===== src/rtl/pvm_pkg.sv =====
// Shared constants, types and the quarter-wave sine table for the phase voltage modulator.
// No dependencies; every other file of the block imports this package.
`default_nettype none
package pvm_pkg;

    localparam int ANGLE_BITS   = 16;
    localparam int SINE_ENTRIES = 1024;
    localparam int SINE_BITS    = $clog2(SINE_ENTRIES);
    localparam int QUARTER      = SINE_ENTRIES / 4;
    localparam int QIDX_BITS    = SINE_BITS - 2;
    localparam int Z_STEP       = 16384 / QUARTER;

    localparam logic [QIDX_BITS:0]    QUARTER_Z = QUARTER[QIDX_BITS:0];
    localparam logic [ANGLE_BITS-1:0] QTR_TURN  = ANGLE_BITS'(1 << (ANGLE_BITS - 2));

    localparam int VOLT_W    = 16;
    localparam int PERIOD_W  = 17;
    localparam int DEN_W     = VOLT_W + 14;
    localparam int NUM_W     = DEN_W + PERIOD_W;
    localparam int U_W       = 40;
    localparam int SQRT3_Q16 = 113512;

    localparam int FRONT_STAGES = 6;
    localparam int DUTY_STAGES  = 2 + PERIOD_W;
    localparam int PIPE_DEPTH   = FRONT_STAGES + DUTY_STAGES + 1;

    localparam int CFG_IDX_W = 2;
    localparam logic [CFG_IDX_W-1:0] REG_VOLTAGE_LIMIT  = 2'd0;
    localparam logic [CFG_IDX_W-1:0] REG_SUPPLY_VOLTAGE = 2'd1;
    localparam logic [CFG_IDX_W-1:0] REG_ZERO_ANGLE     = 2'd2;
    localparam logic [CFG_IDX_W-1:0] REG_PWM_PERIOD     = 2'd3;

    typedef struct packed {
        logic force_out;
        logic full;
    } duty_flag_t;

    typedef logic [14:0] qsine_t;
    typedef qsine_t sine_tbl_t [QUARTER+1];

    // Polynomial sine over a quarter turn, z in Q14 with 16384 at a quarter turn.
    function automatic qsine_t quarter_sine(input longint unsigned z);
        longint unsigned z2;
        longint unsigned t;
        z2 = (z * z) >> 14;
        t  = (64'd1231 * z2) >> 14;
        t  = 64'd10583 - t;
        t  = (z2 * t) >> 14;
        t  = 64'd25736 - t;
        t  = (z * t) >> 14;
        if (t > 64'd16384) begin
            t = 64'd16384;
        end
        return qsine_t'(t);
    endfunction

    function automatic sine_tbl_t build_sine_tbl();
        sine_tbl_t tbl;
        for (int i = 0; i <= QUARTER; i++) begin
            tbl[i] = quarter_sine(longint'(i) * Z_STEP);
        end
        return tbl;
    endfunction

    localparam sine_tbl_t SINE_TBL = build_sine_tbl();

endpackage
`default_nettype wire


===== src/rtl/pvm_duty.sv =====
// One phase lane: clamp, scale by the period and a restoring divider, one quotient bit a stage.
// Depends on pvm_pkg.
`default_nettype none
module pvm_duty
    import pvm_pkg::*;
(
    input  wire logic                  aclk,
    input  wire logic                  en,
    input  wire logic signed [U_W-1:0] u,
    input  wire logic [VOLT_W-1:0]     phase_cap,
    input  wire logic [VOLT_W-1:0]     supply_voltage,
    input  wire logic [PERIOD_W-1:0]   pwm_period,
    output logic [PERIOD_W-1:0]        quotient,
    output duty_flag_t                 flag
);

    logic [DEN_W-1:0] den;
    logic [DEN_W-1:0] top;
    logic [DEN_W-1:0] clamp_next;
    duty_flag_t       flag_next;

    logic [DEN_W-1:0] clamp_reg;
    duty_flag_t       flag_a_reg, flag_b_reg;
    logic [NUM_W-1:0] num_b_reg;

    logic [DEN_W-1:0]    rem_reg  [PERIOD_W-1];
    logic [NUM_W-1:0]    num_reg  [PERIOD_W-1];
    logic [PERIOD_W-1:0] quo_reg  [PERIOD_W];
    duty_flag_t          flg_reg  [PERIOD_W];

    assign den = {supply_voltage, 14'd0};
    assign top = {phase_cap, 14'd0};

    // When the clamped voltage reaches the divisor the duty saturates, so the
    // quotient never needs more than PERIOD_W bits.
    always_comb begin
        if (u < 0) begin
            clamp_next = '0;
        end else if (u > $signed(U_W'(top))) begin
            clamp_next = top;
        end else begin
            clamp_next = u[DEN_W-1:0];
        end
        if (supply_voltage == '0) begin
            flag_next.force_out = 1'b1;
            flag_next.full      = (clamp_next != '0);
        end else begin
            flag_next.force_out = (clamp_next >= den);
            flag_next.full      = 1'b1;
        end
    end

    always_ff @(posedge aclk) begin
        if (en) begin
            clamp_reg  <= clamp_next;
            flag_a_reg <= flag_next;
            num_b_reg  <= NUM_W'(clamp_reg) * NUM_W'(pwm_period);
            flag_b_reg <= flag_a_reg;
        end
    end

    for (genvar i = 0; i < PERIOD_W; i++) begin : g_div
        localparam int B = PERIOD_W - 1 - i;
        logic [DEN_W-1:0]    rem_src;
        logic [NUM_W-1:0]    num_src;
        logic [PERIOD_W-1:0] quo_src;
        duty_flag_t          flg_src;
        logic [DEN_W:0]      trial;
        logic                ge;
        logic [PERIOD_W-1:0] quo_next;

        if (i == 0) begin : g_first
            assign rem_src = num_b_reg[NUM_W-1:PERIOD_W];
            assign num_src = num_b_reg;
            assign quo_src = '0;
            assign flg_src = flag_b_reg;
        end else begin : g_rest
            assign rem_src = rem_reg[i-1];
            assign num_src = num_reg[i-1];
            assign quo_src = quo_reg[i-1];
            assign flg_src = flg_reg[i-1];
        end

        always_comb begin
            trial    = {rem_src, num_src[B]};
            ge       = (trial >= {1'b0, den});
            quo_next = quo_src;
            quo_next[B] = ge;
        end

        always_ff @(posedge aclk) begin
            if (en) begin
                quo_reg[i] <= quo_next;
                flg_reg[i] <= flg_src;
            end
        end

        // The last stage only needs its quotient bit; the remainder ends there.
        if (i < PERIOD_W - 1) begin : g_keep
            logic [DEN_W-1:0] rem_next;
            assign rem_next = ge ? DEN_W'(trial - {1'b0, den}) : trial[DEN_W-1:0];

            always_ff @(posedge aclk) begin
                if (en) begin
                    rem_reg[i] <= rem_next;
                    num_reg[i] <= num_src;
                end
            end
        end
    end

    assign quotient = quo_reg[PERIOD_W-1];
    assign flag     = flg_reg[PERIOD_W-1];

endmodule
`default_nettype wire


===== config.mk =====
export PLATFORM = sky130hd
export DESIGN_NAME = pvm_duty
export DESIGN_NICKNAME = d
export VERILOG_FILES = /design/src/rtl/pvm_pkg.sv /design/src/rtl/pvm_duty.sv
export SDC_FILE = /design/constraint.sdc
export NUM_CORES = 2
export LEC_CHECK = 0
export BUFFER_PORTS_ARGS = -buffer_cell sky130_fd_sc_hd__buf_2
export CAP_MARGIN = 25
export CELL_PAD_IN_SITES_DETAIL_PLACEMENT = 1
export CELL_PAD_IN_SITES_GLOBAL_PLACEMENT = 1
export CORE_MARGIN = 5
export CORE_UTILIZATION = 50
export CTS_BUF_LIST = sky130_fd_sc_hd__clkbuf_8
export DETAILED_ROUTE_END_ITERATION = 8
export GPL_TIMING_DRIVEN = 0
export HOLD_SLACK_MARGIN = 0.08
export PLACE_DENSITY_LB_ADDON = 0.05
export SKIP_CTS_REPAIR_TIMING = 1
export SLEW_MARGIN = 20
export SYNTH_ARGS = -nofsm -noshare
export SYNTH_HDL_FRONTEND = slang
export SYNTH_SLANG_ARGS = --single-unit

===== constraint.sdc =====
create_clock -name aclk -period 21.5 [get_ports aclk]
set_clock_uncertainty 0.2 [all_clocks]
set_input_delay 6.45 -clock aclk [delete_from_list [all_inputs] [get_ports aclk]]
set_output_delay 6.45 -clock aclk [all_outputs]
set_load 0.05 [all_outputs]

==> impl_metrics.yaml <==
worst_hold_path:
  hold_path.class: "reg2reg"
logic_synthesis:
  ys_types: 99
  synth_area_um2: 60360
  ys_seq_elements: 884
  syn_inst: 5146
  synth_mux_area_share_pct: 4.664
  synth_xor_area_share_pct: 2.525
  synth_edf_count: 884
  async_flop_share_pct: 0
  synth_compound_area_share_pct: 8.231
  avgSynthCellArea_um2: 11.73
  ys_seq_area_share_pct: 43.98
  syn-num-nets: 6097
  synth_fa_ha_area_share_pct: 23.24
  synth_warnings: 0
  synth_top_family_by_area: "adder cells"
  yosys.area_share.simple_pct: 12.20
  synthFlopType: "edfxtp_1"
detailed_routing:
  viasPerCell: 5.678
  wl_per_cell_um: 23.45
  drt_first_pass_iters: 5
  num_vias: 40560
  drt_iter0_markers: 2296
  drc: 0
  antenna_left: 0
  wl_mm: 167.5
layout:
  stdcell_count: 7144
  post-route-cell-area_um2: 66240
  layout-drive-gt1-share_pct: 11.12
  layout.nets: 6366
  syn_to_final_growth_pct: 9.732
  largest_reg_flops: 368
floorplan:
  start_util_pct: 50.32
  coreArea_um2: 120000
  die-area_um2: 127800
  die_w_um: 357.5
  num_rows: 127
  dieHeight_um: 357.5
  ios: 110
setup_path:
  path_common_cell: "fa_1"
  path_max_fanout: 10
  endpoint_kind: "register"
  worst-endpoint-arrival_ps: 13560
  crit_chain: "clkbuf_1 -> nand2_1 -> fa_1 -> inv_1 -> fa_1 -> fa_1 -> fa_1 -> fa_1 -> inv_1 -> fa_1 -> inv_1 -> ha_1 -> nand3_1 -> nor2_1 -> nand4_1 -> nand3_1 -> nand3_1 -> o21ai_0 -> mux2i_1 -> o2111ai_1"
  cp.buffers_inverters: 4
  critical-path-slowest-cell: "clkbuf_1"
  cp.required_ps: 21870
  cpLargestDelayFamily: "adder cells"
  slowest_delay_ps: 690
  critPathKind: "in2reg"
  start_kind: "input pin"
global_routing:
  grt.total_usage_pct: 26.71
  grt_util_met3_pct: 3.885
  grt-busiest-layer: "met2"
  grt-ovfl-total: 0
  grt_pass1_wl_mm: 259.2
  grtUsageMet1_pct: 30.50
  grt_antenna_before_repair: 5
  grt_pass1_vias: 44580
  grt_max_degree: 154
  grt_util_met2_pct: 49.67
sta:
  setup_viol: 0
  fmax_mhz: 75.84
  worst_pin_slew_ps: 1038
  finalCritPeriodShare_pct: 61.33
  maxSlewHeadroom_pct: 30.83
  final_hold_viol_count: 0
  fin_crit_ps: 13190
  rsz0062_at_grt: "false"
  fin_setup_tns_ps: 0
  slew_viol_final: 0
  setup_ws_ps: 8314
clocking:
  htree_num_levels: 4
  clock_sinks: 884
  tritoncts.num_buffers: 153
  clock_path_buffers: 3
  clk_pin_slew_worst_paths_ps: 60
  root_buffer: "clkbuf_8"
  clkLatencyLatePin_ps: 860
  cts_tree: "yes"
placed_design:
  io_buffers: 92
  dp_cells: 6872
  dpl_cell_area_um2: 63350
  hpwlAfterDp_mm: 129.1
  gp_congestion: 0.9551
  place_ws_ps: 7433
status:
  status: "completed"
flow_run:
  cap_viol_max_count: 0
## cells by family (layout without fill, tap and decap cells)
kind of cell | Yosys count | count (layout)
other | 0 | 3
adders and majority gates | 860 | 860
xor gates and xnor gates | 174 | 174
AOI/OAI and AO/OA | 728 | 728
DFF | 884 | 884
muxes | 253 | 253
and+or+nand+nor | 1450 | 1450
buffers and inverters | 797 | 1180
## cells in the mapped netlist (20+ instances only)
master    instances  area share, %
o21a_1           66           0.82
nand2_1         465            2.9
nor4_1           63           0.65
xor2_1           30           0.44
nor2_1          216            1.3
a31oi_1          20           0.21
nand3_1          73           0.61
a21o_1           47           0.58
inv_1           674            4.2
nand2b_1         41           0.42
a211oi_1         45           0.56
clkbuf_1         95           0.59
fa_1            435             14
ha_1            425            8.8
or3_1            34           0.35
xnor2_1         144            2.1
a21oi_1         169            1.4
nor3_1           97           0.80
nor2b_1          57           0.59
o211ai_1         23           0.29
edfxtp_1        884             44
o21ai_0         136            1.1
and3_1           31           0.32
nand4_1          48           0.50
mux2i_1          63            1.0
mux2_2          159            3.0
and2_1          223            2.3
## through the flow
stage | utilization (%) | hold WS [ps]
final | 55.21 | 207.7
after global routing | 55.21 | 215.7
after CTS | 55.21 | 207.6
after detailed placement | 52.80 | 205.2
after global placement | 52.38 | 200.5
after floorplan | - | 200.3
## placed cells by master (no fill, tap or decap), types with 23 or more instances in the layout
cell and n:
a211oi_1 45, a21o_1 47, a21oi_1 169, and2_1 223, and3_1 31, buf_2 99, clkbuf_1 95, clkbuf_8 153
clkinv_1 30, edfxtp_1 884, fa_1 435, ha_1 425, inv_1 699, mux2_2 159, mux2i_1 63, nand2_1 465
nand2b_1 41, nand3_1 73, nand4_1 48, nor2_1 216, nor2b_1 57, nor3_1 97, nor4_1 62, o211ai_1 23
o21a_1 66, o21ai_0 136, or3_1 34, xnor2_1 144, xor2_1 30
## per-layer routing
| metal | wire length [µm] | vias up | share of wire (%) |
|---|---|---|---|
| met2 | 88660 | 847 | 53 |
| met1 | 64700 | 20740 | 39 |
| li1 | - | 18620 | - |
| met3 | 6106 | 356 | 3.6 |
| met5 | 0 | - | 0 |
| met4 | 8073 | 0 | 4.8 |
## final timing paths
check | startpoint | to | slack, ps | depth (start not counted)
max reg2reg | clamp_reg[16]$_DFFE_PP_ | g_div[0].num_src[43]$_DFFE_PP_ | 13270 | 20
min reg2reg | num_reg[1][96]$_DFFE_PP_ | num_reg[1][143]$_DFFE_PP_ | 210 | 0
min | num_reg[1][96]$_DFFE_PP_ | num_reg[1][143]$_DFFE_PP_ | 210 | 0
max | pwm_period[8] | g_div[0].num_src[43]$_DFFE_PP_ | 8310 | 20
## layout make-up
type                            instances  area (µm²)
Clock buffer                          153        2106
Buffer                                123       593.1
Inverter                              674        2530
Timing Repair Buffer                  114       959.7
Clock inverter                        116       778.2
Sequential cell                       884       26550
Antenna cell                            3       7.507
Multi-Input combinational cell       3465       30700
Tap cell                             1612        2017
Fill cell                           12650       53730
Power is not shown: default switching activity piles up to over one toggle a cycle in this logic, so the estimate is an artifact.
